--- src/rtl/cbe_pkg.sv ---
// Shared types, constants and helper functions of the cubic Bezier easing solver.
`default_nettype none
package cbe_pkg;
  localparam int W = 36;
  localparam int TW = 32;
  localparam int DW = 17;
  localparam int CFG_IDX_W = 1;

  typedef logic signed [W-1:0] word_t;

  localparam logic [DW-1:0] ONE_Q16 = 17'h10000;
  localparam word_t ONE_Q30 = 36'sh0_4000_0000;
  localparam word_t MIN_SLOPE = 36'sd1073742;
  localparam word_t PREC = 36'sd107;
  localparam word_t DIV_SAT = 36'sh1_0000_0000;

  typedef enum logic [CFG_IDX_W-1:0] {
    REG_X_FIRST  = 1'b0,
    REG_X_SECOND = 1'b1
  } cfg_reg_t;

  typedef struct packed {
    logic  mul_go;
    logic  div_go;
    word_t a;
    word_t b;
  } arith_req_t;

  typedef struct packed {
    logic  done;
    word_t res;
  } arith_rsp_t;

  function automatic logic [DW-1:0] sat_q16(logic [DW-1:0] v);
    return (v > ONE_Q16) ? ONE_Q16 : v;
  endfunction

  function automatic word_t clamp_unit(word_t t);
    word_t r;
    r = t;
    if (t < 0) r = '0;
    else if (t > ONE_Q30) r = ONE_Q30;
    return r;
  endfunction
endpackage
`default_nettype wire

--- src/rtl/cbe_in_if.sv ---
// Input channel: progress values with valid/ready.
`default_nettype none
interface cbe_in_if;
  logic valid;
  logic ready;
  logic [16:0] progress;
  modport source (output valid, output progress, input ready);
  modport sink (input valid, input progress, output ready);
endinterface
`default_nettype wire

--- src/rtl/cbe_out_if.sv ---
// Output channel: solved curve parameters with valid/ready.
`default_nettype none
interface cbe_out_if;
  logic valid;
  logic ready;
  logic [16:0] curve_param;
  modport source (output valid, output curve_param, input ready);
  modport sink (input valid, input curve_param, output ready);
endinterface
`default_nettype wire

--- src/rtl/cbe_front.sv ---
// Front end: accept and saturate progress values into a two-entry queue.
`default_nettype none
module cbe_front (
  input  logic          clk,
  input  logic          rst,
  cbe_in_if.sink        in_ch,
  output logic          item_valid,
  input  logic          item_ready,
  output cbe_pkg::word_t item_x
);
  logic [cbe_pkg::DW-1:0] q [2];
  logic wp;
  logic rp;
  logic [1:0] cnt;
  logic push;
  logic pop;

  assign in_ch.ready = (cnt != 2'd2);
  assign push = in_ch.valid && in_ch.ready;
  assign item_valid = (cnt != 2'd0);
  assign pop = item_valid && item_ready;
  assign item_x = cbe_pkg::word_t'(cbe_pkg::W'({q[rp], 14'b0}));

  always_ff @(posedge clk) begin
    if (push) begin
      q[wp] <= cbe_pkg::sat_q16(in_ch.progress);
    end
    if (rst) begin
      wp <= 1'b0;
      rp <= 1'b0;
      cnt <= 2'd0;
    end else begin
      if (push) wp <= ~wp;
      if (pop) rp <= ~rp;
      if (push && !pop) cnt <= cnt + 2'd1;
      else if (pop && !push) cnt <= cnt - 2'd1;
    end
  end
endmodule
`default_nettype wire

--- src/rtl/cbe_arith.sv ---
// Shared multi-cycle unit: rounded Q6.30 multiply and truncating, saturating Q6.30 divide.
`default_nettype none
module cbe_arith (
  input  logic                clk,
  input  logic                rst,
  input  cbe_pkg::arith_req_t req,
  output cbe_pkg::arith_rsp_t rsp
);
  localparam int W = cbe_pkg::W;

  typedef enum logic [2:0] {A_IDLE, A_M1, A_M2, A_M3, A_DIV} st_t;

  st_t st;
  logic neg;
  logic [W-1:0] pm;
  logic [30:0] q;
  logic [66:0] acc;
  logic [66:0] rem;
  logic [66:0] dsh;
  logic [31:0] quo;
  logic [4:0] cnt;
  logic [17:0] pm_sel;
  logic [48:0] pp;
  logic [66:0] rnd;
  logic [W-1:0] rmag;
  logic [31:0] qn;
  logic [W-1:0] na;
  logic [W-1:0] nd;

  function automatic logic [W-1:0] mag(cbe_pkg::word_t v);
    return v[W-1] ? W'(-v) : W'(v);
  endfunction

  assign na = mag(req.a);
  assign nd = mag(req.b);
  assign pm_sel = (st == A_M1) ? pm[17:0] : pm[35:18];
  assign pp = pm_sel * q;
  assign rnd = acc + 67'(64'd1 << 29);
  assign rmag = W'(rnd >> 30);
  assign qn = (rem >= dsh) ? {quo[30:0], 1'b1} : {quo[30:0], 1'b0};

  always_ff @(posedge clk) begin
    if (rst) begin
      st <= A_IDLE;
      rsp.done <= 1'b0;
    end else begin
      rsp.done <= 1'b0;
      unique case (st)
        A_IDLE: begin
          if (req.mul_go) begin
            pm <= na;
            q <= nd[30:0];
            neg <= req.a[W-1] ^ req.b[W-1];
            acc <= '0;
            st <= A_M1;
          end else if (req.div_go) begin
            neg <= req.a[W-1] ^ req.b[W-1];
            if ({2'b00, na} >= {nd, 2'b00}) begin
              rsp.res <= (req.a[W-1] ^ req.b[W-1]) ? -cbe_pkg::DIV_SAT : cbe_pkg::DIV_SAT;
              rsp.done <= 1'b1;
            end else begin
              rem <= 67'(na) << 30;
              dsh <= 67'(nd) << 31;
              quo <= '0;
              cnt <= '0;
              st <= A_DIV;
            end
          end
        end
        A_M1: begin
          acc <= 67'(pp);
          st <= A_M2;
        end
        A_M2: begin
          acc <= acc + (67'(pp) << 18);
          st <= A_M3;
        end
        A_M3: begin
          rsp.res <= neg ? cbe_pkg::word_t'(-rmag) : cbe_pkg::word_t'(rmag);
          rsp.done <= 1'b1;
          st <= A_IDLE;
        end
        A_DIV: begin
          if (rem >= dsh) rem <= rem - dsh;
          quo <= qn;
          dsh <= dsh >> 1;
          cnt <= cnt + 5'd1;
          if (cnt == 5'd31) begin
            rsp.res <= neg ? -cbe_pkg::word_t'(W'(qn)) : cbe_pkg::word_t'(W'(qn));
            rsp.done <= 1'b1;
            st <= A_IDLE;
          end
        end
        default: st <= A_IDLE;
      endcase
    end
  end
endmodule
`default_nettype wire

--- src/rtl/cbe_back.sv ---
// Back end: sample table, solve sequencer and output register.
`default_nettype none
module cbe_back #(
  parameter int SPLINE_POINTS = 11,
  parameter int NEWTON_STEPS = 4,
  parameter int BISECT_STEPS = 10
) (
  input  logic                          clk,
  input  logic                          rst,
  input  logic                          cfg_we,
  input  logic [cbe_pkg::CFG_IDX_W-1:0] cfg_index,
  input  logic [cbe_pkg::DW-1:0]        cfg_data,
  input  logic                          item_valid,
  output logic                          item_ready,
  input  cbe_pkg::word_t                item_x,
  cbe_out_if.source                     out_ch,
  output cbe_pkg::arith_req_t           areq,
  input  cbe_pkg::arith_rsp_t           arsp
);
  localparam int W = cbe_pkg::W;
  localparam int TW = cbe_pkg::TW;
  localparam int IW = $clog2(SPLINE_POINTS);
  localparam int SEGS = SPLINE_POINTS - 1;
  localparam int HALF = SEGS / 2;
  localparam int NW = (NEWTON_STEPS > 0) ? $clog2(NEWTON_STEPS + 1) : 1;
  localparam int BW = (BISECT_STEPS > 1) ? $clog2(BISECT_STEPS) : 1;

  typedef enum logic [4:0] {
    S_IDLE, S_FILL_INIT, S_FILL_WR,
    S_EX_A, S_EX_B, S_EX_C, S_ES_A, S_ES_B, S_ES_C,
    S_SCAN_RD, S_SCAN_CMP, S_LD0, S_LD1, S_LD2,
    S_DIST, S_DDIV, S_GUESS, S_SLOPE0,
    S_NT_CHK, S_NT_X, S_NT_DIV, S_BS_MID, S_BS_CHK, S_FINISH
  } state_t;

  state_t state;
  state_t ret;
  logic pend;
  logic issued;
  logic [cbe_pkg::DW-1:0] x1;
  logic [cbe_pkg::DW-1:0] x2;
  cbe_pkg::word_t coef_a, coef_b, coef_c;
  cbe_pkg::word_t xin, tt, xv, sv, t2, s1, v0, v1, lo, hi, frac;
  logic [IW-1:0] fi;
  logic [IW-1:0] cur;
  logic [IW-1:0] rd_addr;
  logic [NW-1:0] nk;
  logic [BW-1:0] bi;
  logic signed [TW-1:0] mem [SPLINE_POINTS];
  logic signed [TW-1:0] rdata;
  cbe_pkg::word_t rdv;
  cbe_pkg::word_t tpos [SPLINE_POINTS];
  cbe_pkg::word_t num, den, cx, x1q, x2q, tfin;
  logic [cbe_pkg::DW-1:0] ovalue;
  logic ovalid;
  logic arith_state;

  for (genvar g = 0; g < SPLINE_POINTS; g++) begin : g_tpos
    assign tpos[g] = cbe_pkg::word_t'(((64'(g) << 30) + 64'(HALF)) / SEGS);
  end

  assign rdv = W'(rdata);
  assign num = xin - v0;
  assign den = v1 - v0;
  assign cx = xv - xin;
  assign x1q = cbe_pkg::word_t'(W'({x1, 14'b0}));
  assign x2q = cbe_pkg::word_t'(W'({x2, 14'b0}));
  assign tfin = cbe_pkg::clamp_unit(tt);
  assign rd_addr = (state == S_LD1) ? cur + IW'(1) : cur;
  assign item_ready = (state == S_IDLE) && !pend;
  assign out_ch.valid = ovalid;
  assign out_ch.curve_param = ovalue;

  always_comb begin
    arith_state = 1'b0;
    areq.mul_go = 1'b0;
    areq.div_go = 1'b0;
    areq.a = coef_a;
    areq.b = tt;
    case (state)
      S_EX_A: begin
        arith_state = 1'b1;
        areq.mul_go = !issued;
      end
      S_EX_B, S_EX_C: begin
        arith_state = 1'b1;
        areq.mul_go = !issued;
        areq.a = xv;
      end
      S_ES_A: begin
        arith_state = 1'b1;
        areq.mul_go = !issued;
        areq.a = tt;
      end
      S_ES_B: begin
        arith_state = 1'b1;
        areq.mul_go = !issued;
        areq.b = t2;
      end
      S_ES_C: begin
        arith_state = 1'b1;
        areq.mul_go = !issued;
        areq.a = coef_b;
      end
      S_GUESS: begin
        arith_state = 1'b1;
        areq.mul_go = !issued;
        areq.a = frac;
        areq.b = hi - lo;
      end
      S_DDIV: begin
        arith_state = 1'b1;
        areq.div_go = !issued;
        areq.a = num;
        areq.b = den;
      end
      S_NT_DIV: begin
        arith_state = 1'b1;
        areq.div_go = !issued;
        areq.a = cx;
        areq.b = sv;
      end
      default: arith_state = 1'b0;
    endcase
  end

  always_ff @(posedge clk) begin
    if (state == S_FILL_WR) mem[fi] <= xv[TW-1:0];
    rdata <= mem[rd_addr];
  end

  always_ff @(posedge clk) begin
    if (rst) begin
      state <= S_IDLE;
      pend <= 1'b1;
      issued <= 1'b0;
      ovalid <= 1'b0;
      x1 <= '0;
      x2 <= cbe_pkg::ONE_Q16;
    end else begin
      if (ovalid && out_ch.ready && state != S_FINISH) ovalid <= 1'b0;
      if (arith_state) begin
        if (!issued) issued <= 1'b1;
        else if (arsp.done) issued <= 1'b0;
      end
      unique case (state)
        S_IDLE: begin
          if (pend) begin
            state <= S_FILL_INIT;
          end else if (item_valid) begin
            xin <= item_x;
            cur <= IW'(1);
            state <= S_SCAN_RD;
          end
        end
        S_FILL_INIT: begin
          if (!cfg_we) pend <= 1'b0;
          coef_a <= cbe_pkg::ONE_Q30 - ((x2q <<< 1) + x2q) + ((x1q <<< 1) + x1q);
          coef_b <= ((x2q <<< 1) + x2q) - ((x1q <<< 2) + (x1q <<< 1));
          coef_c <= (x1q <<< 1) + x1q;
          fi <= '0;
          tt <= tpos[0];
          ret <= S_FILL_WR;
          state <= S_EX_A;
        end
        S_FILL_WR: begin
          if (fi == IW'(SPLINE_POINTS - 1)) begin
            state <= S_IDLE;
          end else begin
            fi <= fi + IW'(1);
            tt <= tpos[fi + IW'(1)];
            state <= S_EX_A;
          end
        end
        S_EX_A: if (issued && arsp.done) begin
          xv <= arsp.res + coef_b;
          state <= S_EX_B;
        end
        S_EX_B: if (issued && arsp.done) begin
          xv <= arsp.res + coef_c;
          state <= S_EX_C;
        end
        S_EX_C: if (issued && arsp.done) begin
          xv <= arsp.res;
          state <= ret;
        end
        S_ES_A: if (issued && arsp.done) begin
          t2 <= arsp.res;
          state <= S_ES_B;
        end
        S_ES_B: if (issued && arsp.done) begin
          s1 <= arsp.res;
          state <= S_ES_C;
        end
        S_ES_C: if (issued && arsp.done) begin
          sv <= ((s1 <<< 1) + s1) + (arsp.res <<< 1) + coef_c;
          state <= ret;
        end
        S_SCAN_RD: state <= S_SCAN_CMP;
        S_SCAN_CMP: begin
          if (cur != IW'(SPLINE_POINTS - 1) && rdv <= xin) begin
            cur <= cur + IW'(1);
            state <= S_SCAN_RD;
          end else begin
            cur <= cur - IW'(1);
            state <= S_LD0;
          end
        end
        S_LD0: state <= S_LD1;
        S_LD1: begin
          v0 <= rdv;
          state <= S_LD2;
        end
        S_LD2: begin
          v1 <= rdv;
          lo <= tpos[cur];
          hi <= tpos[cur + IW'(1)];
          state <= S_DIST;
        end
        S_DIST: begin
          if (den <= 0 || num <= 0) begin
            frac <= '0;
            state <= S_GUESS;
          end else if (num >= den) begin
            frac <= cbe_pkg::ONE_Q30;
            state <= S_GUESS;
          end else begin
            state <= S_DDIV;
          end
        end
        S_DDIV: if (issued && arsp.done) begin
          frac <= arsp.res;
          state <= S_GUESS;
        end
        S_GUESS: if (issued && arsp.done) begin
          tt <= cbe_pkg::clamp_unit(lo + arsp.res);
          ret <= S_SLOPE0;
          state <= S_ES_A;
        end
        S_SLOPE0: begin
          nk <= '0;
          bi <= '0;
          if (sv >= cbe_pkg::MIN_SLOPE) state <= S_NT_CHK;
          else if (sv == 0) state <= S_FINISH;
          else state <= S_BS_MID;
        end
        S_NT_CHK: begin
          if (nk == NW'(NEWTON_STEPS)) begin
            state <= S_FINISH;
          end else begin
            ret <= S_NT_X;
            state <= S_ES_A;
          end
        end
        S_NT_X: begin
          if (sv == 0) begin
            state <= S_FINISH;
          end else begin
            ret <= S_NT_DIV;
            state <= S_EX_A;
          end
        end
        S_NT_DIV: if (issued && arsp.done) begin
          tt <= cbe_pkg::clamp_unit(tt - arsp.res);
          nk <= nk + NW'(1);
          state <= S_NT_CHK;
        end
        S_BS_MID: begin
          tt <= lo + ((hi - lo) >>> 1);
          ret <= S_BS_CHK;
          state <= S_EX_A;
        end
        S_BS_CHK: begin
          if (cx > 0) hi <= tt;
          else lo <= tt;
          if ((cx > cbe_pkg::PREC || cx < -cbe_pkg::PREC) && bi != BW'(BISECT_STEPS - 1)) begin
            bi <= bi + BW'(1);
            state <= S_BS_MID;
          end else begin
            state <= S_FINISH;
          end
        end
        S_FINISH: begin
          if (!ovalid || out_ch.ready) begin
            ovalue <= cbe_pkg::DW'((tfin + cbe_pkg::word_t'(36'sd8192)) >>> 14);
            ovalid <= 1'b1;
            state <= S_IDLE;
          end
        end
        default: state <= S_IDLE;
      endcase
      if (cfg_we) begin
        unique case (cbe_pkg::cfg_reg_t'(cfg_index))
          cbe_pkg::REG_X_FIRST: x1 <= cbe_pkg::sat_q16(cfg_data);
          cbe_pkg::REG_X_SECOND: x2 <= cbe_pkg::sat_q16(cfg_data);
          default: x1 <= x1;
        endcase
        pend <= 1'b1;
      end
    end
  end
endmodule
`default_nettype wire

--- src/rtl/cubic_bezier_easing_solver.sv ---
// Cubic Bezier easing solver top level: front queue, solve sequencer, shared arithmetic unit.
// Flow: the front queue, then a table scan, an optional divide for the first guess, and up to
// BISECT_STEPS bisection steps or up to NEWTON_STEPS Newton steps, all on the shared
// multiply and divide of the one arithmetic unit.
// Throughput: one item at a time in the solver; a two-entry queue takes items meanwhile.
// Reset and every register write refill the sample table once the solver is idle.
`default_nettype none
module cubic_bezier_easing_solver #(
  parameter int SPLINE_POINTS = 11,
  parameter int NEWTON_STEPS = 4,
  parameter int BISECT_STEPS = 10
) (
  input  logic                          clk,
  input  logic                          rst,
  cbe_in_if.sink                        in_ch,
  cbe_out_if.source                     out_ch,
  input  logic                          cfg_we,
  input  logic [cbe_pkg::CFG_IDX_W-1:0] cfg_index,
  input  logic [cbe_pkg::DW-1:0]        cfg_data
);
  logic item_valid;
  logic item_ready;
  cbe_pkg::word_t item_x;
  cbe_pkg::arith_req_t areq;
  cbe_pkg::arith_rsp_t arsp;

  cbe_front u_front (
    .clk(clk), .rst(rst), .in_ch(in_ch),
    .item_valid(item_valid), .item_ready(item_ready), .item_x(item_x)
  );

  cbe_arith u_arith (.clk(clk), .rst(rst), .req(areq), .rsp(arsp));

  cbe_back #(
    .SPLINE_POINTS(SPLINE_POINTS), .NEWTON_STEPS(NEWTON_STEPS), .BISECT_STEPS(BISECT_STEPS)
  ) u_back (
    .clk(clk), .rst(rst),
    .cfg_we(cfg_we), .cfg_index(cfg_index), .cfg_data(cfg_data),
    .item_valid(item_valid), .item_ready(item_ready), .item_x(item_x),
    .out_ch(out_ch), .areq(areq), .arsp(arsp)
  );
endmodule
`default_nettype wire

--- src/flat_wrapper.sv ---
// flat-port wrapper written by rule: the top's interface ports become plain ports
module cubic_bezier_easing_solver_flat 
#(
  parameter int SPLINE_POINTS = 11,
  parameter int NEWTON_STEPS = 4,
  parameter int BISECT_STEPS = 10
)
  (clk, rst, cfg_we, cfg_index, cfg_data, in_ch_valid, in_ch_progress, in_ch_ready, out_ch_valid, out_ch_curve_param, out_ch_ready);
  cbe_in_if in_ch_i ();
  cbe_out_if out_ch_i ();
  input  logic clk;
  input  logic rst;
  input  logic cfg_we;
  input  logic [cbe_pkg::CFG_IDX_W-1:0] cfg_index;
  input  logic [cbe_pkg::DW-1:0] cfg_data;
  input wire logic [$bits(in_ch_i.valid)-1:0] in_ch_valid;
  input wire logic [$bits(in_ch_i.progress)-1:0] in_ch_progress;
  output wire logic [$bits(in_ch_i.ready)-1:0] in_ch_ready;
  output wire logic [$bits(out_ch_i.valid)-1:0] out_ch_valid;
  output wire logic [$bits(out_ch_i.curve_param)-1:0] out_ch_curve_param;
  input wire logic [$bits(out_ch_i.ready)-1:0] out_ch_ready;
  assign in_ch_i.valid = in_ch_valid;
  assign in_ch_i.progress = in_ch_progress;
  assign in_ch_ready = in_ch_i.ready;
  assign out_ch_valid = out_ch_i.valid;
  assign out_ch_curve_param = out_ch_i.curve_param;
  assign out_ch_i.ready = out_ch_ready;
  cubic_bezier_easing_solver #(.SPLINE_POINTS(SPLINE_POINTS), .NEWTON_STEPS(NEWTON_STEPS), .BISECT_STEPS(BISECT_STEPS)) u_core (.clk(clk), .rst(rst), .in_ch(in_ch_i), .out_ch(out_ch_i), .cfg_we(cfg_we), .cfg_index(cfg_index), .cfg_data(cfg_data));
endmodule
--- config.mk ---
export PLATFORM = sky130hd
export DESIGN_NAME = cubic_bezier_easing_solver_flat
export DESIGN_NICKNAME = d
export VERILOG_FILES = /design/src/rtl/cbe_pkg.sv /design/src/rtl/cbe_in_if.sv /design/src/rtl/cbe_out_if.sv /design/src/rtl/cbe_front.sv /design/src/rtl/cbe_arith.sv /design/src/rtl/cbe_back.sv /design/src/rtl/cubic_bezier_easing_solver.sv /design/src/flat_wrapper.sv
export SDC_FILE = /design/constraint.sdc
export NUM_CORES = 2
export LEC_CHECK = 0
export BUFFER_PORTS_ARGS = -buffer_cell sky130_fd_sc_hd__buf_2
export CAP_MARGIN = 20
export CORE_UTILIZATION = 41
export DETAILED_ROUTE_END_ITERATION = 6
export SLEW_MARGIN = 10
export SYNTH_ARGS = -nofsm -noshare
export SYNTH_HDL_FRONTEND = slang
export SYNTH_SLANG_ARGS = --single-unit
--- constraint.sdc ---
create_clock -name clk -period 13.9 [get_ports clk]
set_input_delay 0 -clock clk [delete_from_list [all_inputs] [get_ports clk]]
set_output_delay 0 -clock clk [all_outputs]
set_load 0.01 [all_outputs]
==> out/results.md <==
* highest-count cells in the layout ignoring fill and taps: 1175 x edfxtp_1, 1036 x inv_1, 915 x nand2_1, 749 x ha_1, 684 x nor2_1
* post-route non-filler standard cell count: 13.32k
* run status: completed
* core area: 0.2412 mm2
* worst endpoint data arrival time: 11.69 ns
* R2R depth: 39
* maximum fanout along the worst path: 49
* most common cell after layout, fill and taps aside: edfxtp_1
* clock tree from TritonCTS: yes
* cell area after placement: 0.1041 mm2
* clock slew at the register clock pins of the worst setup and hold paths: 0.06 ns
* Total Die Area: 0.2454 mm2
* hold violation total from the final report: 0
* maximum number of pins on one net before global-route repair: 108
* worst-skew pair later-pin latency: 0.85 ns
* GR Overflow Total: 0
* # rows: 180
* crit path launch type: register
* most used cell, CP: fa_1
* Layout Skew: 0.05055 ns
* HPWL after detailed placement: 265.2 mm
* type of the worst min-delay path: primary input to register
* main flop type after synthesis: edfxtp_1
* I/O Pins: 59
* shortest period the worst path allows: 11.13 ns
* first-pass GRT wire length: 508.8 mm
* cell area after synthesis: 0.09978 mm2
* horizontal extent of the die: 495.3 um
* destination of the worst register-to-register timing path: u_core.u_arith.acc[65]$_SDFFCE_PP0P_
* CP Data Required Time: 14.46 ns
* Netlist cell types: 95
* drt drc: 0
* iteration-0 DRC count of the detailed router: 8819
* H-tree levels: 4
* Total Neg Setup Slack: 0 ns
* sequential share of the synthesized area: 0.3701
* kind of end point of the critical path: register
* Num Clock Sinks: 1257
* count of warnings emitted by yosys: 0
* number of antenna violations at the first check in global routing: 20
* worst-case register-to-register setup slack: 2.77 ns
* Setup CP Type: register to register
* maximum frequency from static timing analysis: 0.08981 GHz
* # nets final: 11.35k
* cell count of the worst hold path: 4
* ratio of routed vias to standard cells: 5.965
* start point of the worst min-delay path: cfg_data[13]
* total routed wirelength: 344.6 mm
* max-slew violations: 0
* share of final-layout standard cells stronger than drive strength 1: 0.07077
* slew at the pin with the worst max-slew slack: 1.355 ns
* Max stage delay cell, worst path: mux2_2
* die extent in y: 495.3 um
* count of port buffers added during placement: 58
* post-CTS setup buffer count: 0
* delay contributed by the slowest stage of the critical path: 0.83 ns
* mean routed wirelength per cell: 25.87 um
* number of max-cap violations: 0
* fraction of synthesis flops using an asynchronous set or reset pin: 0
* instance count after placement with tap cells included: 12.98k
* drt first pass iters: 7
* startpoint of the worst-slack reg-to-reg timing path: u_core.u_arith.st[0]$_SDFFE_PP0P_
* area grow syn2layout: 10.07%
* Final GP Congestion: 1.014
* number of standard cells after synthesis: 9984
* unrepaired setup endpoints after global routing: no
* number of synthesized flops with an enable pin: 1175
* count of nets left with antenna violations after detail routing: 0
* post-route cell area: 0.1098 mm2
* # setup viols final: 0
* Net Count, Synth: 11.32k
* effective utilization at floorplan: 0.4137
* Avg Synthesized Cell Area: 9.994 um2
* fraction of the cycle the final worst path needs: 0.8010
* cell at the root of the clock tree: clkbuf_16
* TritonCTS Buffers: 142
* via count of the first global-routing pass: 77.21k
* # resized after CTS: 0
* end point of the worst hold path: u_core.u_back.x1[13]$_SDFFE_PP0P_
* overall global routing resource usage: 0.2791
* Max-Slew Margin vs Limit: 0.09667
* maximum number of buffers from clock root to sink: 3
* DR vias: 79.45k
* post-synthesis sequential element count: 1257
[routing by layer]
metal,part of all wire,vias to the layer above,GRT usage
met5,0.00012,-,0
met4,0.044,6,0.1108
met3,0.095,649,0.05404
met2,0.43,3695,0.4138
met1,0.44,39680,0.3987
li1,-,35430,-
[state kept, by name, summed over array words and instances (netlist names), 34 cells and up]
register,cells
u_core.u_arith.dsh,67
u_core.u_back.hi,36
u_core.u_back.tt,36
u_core.u_arith.rem,67
u_core.u_back.mem,352
u_core.u_back.t2,36
u_core.u_back.sv,36
u_core.u_arith.rsp,37
u_core.u_back.s1,36
u_core.u_back.frac,36
u_core.u_front.q,34
u_core.u_arith.pm,36
u_core.u_back.lo,36
u_core.u_arith.acc,48
u_core.u_back.xv,36
[Yosys cell counts, types with 53 or more instances]
master / count / area, um2
edfxtp_1: 1175 / 35280
inv_1: 1036 / 3889
nand2_1: 917 / 3442
ha_1: 749 / 9371
nor2_1: 695 / 2609
a21oi_1: 627 / 3138
fa_1: 548 / 10970
o21ai_0: 408 / 2042
xnor2_1: 377 / 3302
clkbuf_1: 345 / 1295
a21o_1: 264 / 1982
xor2_1: 259 / 2268
and2_1: 229 / 1433
nand3_1: 200 / 1001
nor3_1: 191 / 955.9
and3_1: 129 / 807.0
nor2b_1: 112 / 700.7
nand2b_1: 101 / 631.9
mux2i_1: 97 / 970.9
o21a_1: 91 / 683.2
nand4_1: 90 / 563.0
dfxtp_1: 82 / 1642
a211oi_1: 77 / 578.1
a31oi_1: 74 / 462.9
o21bai_1: 68 / 510.5
mux2_2: 66 / 743.2
or3_1: 66 / 412.9
mux4_2: 64 / 1441
a221oi_1: 63 / 551.8
nor4_1: 62 / 387.9
a22oi_1: 57 / 427.9
buf_1: 55 / 206.5
o22ai_1: 53 / 331.6
o31ai_1: 53 / 397.9
[final cells by class]
type	count	area [um2]
Antenna cell	3	7.507
Clock buffer	174	3749
Clock inverter	91	1282
Fill cell	22590	131400
Inverter	1036	3889
Multi-Input combinational cell	7282	57740
Sequential cell	1257	36930
Tap cell	3185	3985
Timing Repair Buffer	291	2253
[through the flow]
step / utilization / worst slack, ns / hold WS [ns]
6_report: 0.4553 / 2.766 / 0.1046
5_1_grt: 0.4553 / 2.069 / 0.07751
4_1_cts: 0.4549 / 2.836 / 0.01123
3_5_place_dp: 0.4314 / 2.899 / 0.2873
3_3_place_gp: 0.4313 / 2.917 / 0.2853
2_1_floorplan: - / 4.207 / 0.09857
[worst max-delay path: cells and delay by family, from the launching register on]
kind | cells | cell delay (ns)
fa+ha+maj | 8 | 3.90
mux | 1 | 0.83
buf+inv | 6 | 0.83
xor+xnor | 3 | 0.52
compound gates | 14 | 3.12
simple gates | 7 | 1.06
flops | 1 | 0.53
[kinds of logic after synthesis]
| logic type | count (synthesis) | share of synthesized area |
|---|---|---|
| AOI/OAI and AO/OA | 2178 | 0.1421 |
| xor gates and xnor gates | 636 | 0.05582 |
| adders and majority gates | 1297 | 0.2039 |
| buffers and inverters | 1445 | 0.05472 |
| DFF | 1257 | 0.3701 |
| muxes | 227 | 0.03162 |
| and+or+nand+nor | 2944 | 0.1418 |
[how the worst max path moves through the flow]
stage	startpoint	to	cells after the start
CTS	u_core.u_arith.st[0]$_SDFFE_PP0P_	u_core.u_arith.acc[65]$_SDFFCE_PP0P_	39
global placement	u_core.u_arith.st[0]$_SDFFE_PP0P_	u_core.u_arith.acc[65]$_SDFFCE_PP0P_	39
global route	u_core.u_arith.st[0]$_SDFFE_PP0P_	u_core.u_arith.acc[65]$_SDFFCE_PP0P_	38
detailed placement	u_core.u_arith.st[0]$_SDFFE_PP0P_	u_core.u_arith.acc[65]$_SDFFCE_PP0P_	38
floorplan	u_core.u_arith.st[1]$_SDFFE_PP0P_	u_core.u_arith.acc[65]$_SDFFCE_PP0P_	41
finish	u_core.u_arith.st[0]$_SDFFE_PP0P_	u_core.u_arith.acc[65]$_SDFFCE_PP0P_	39
[repair_timing]
| item | 4_1_cts | 5_1_grt |
|---|---|---|
| hold endpoints to repair | 91 | 0 |
| hold buffers | 64 | 0 |
| endpoints found under the setup margin | 0 | 0 |
Power is left out: the tool's default activity adds up to more than one toggle a clock period on the data nets, which glitch-free logic cannot reach.
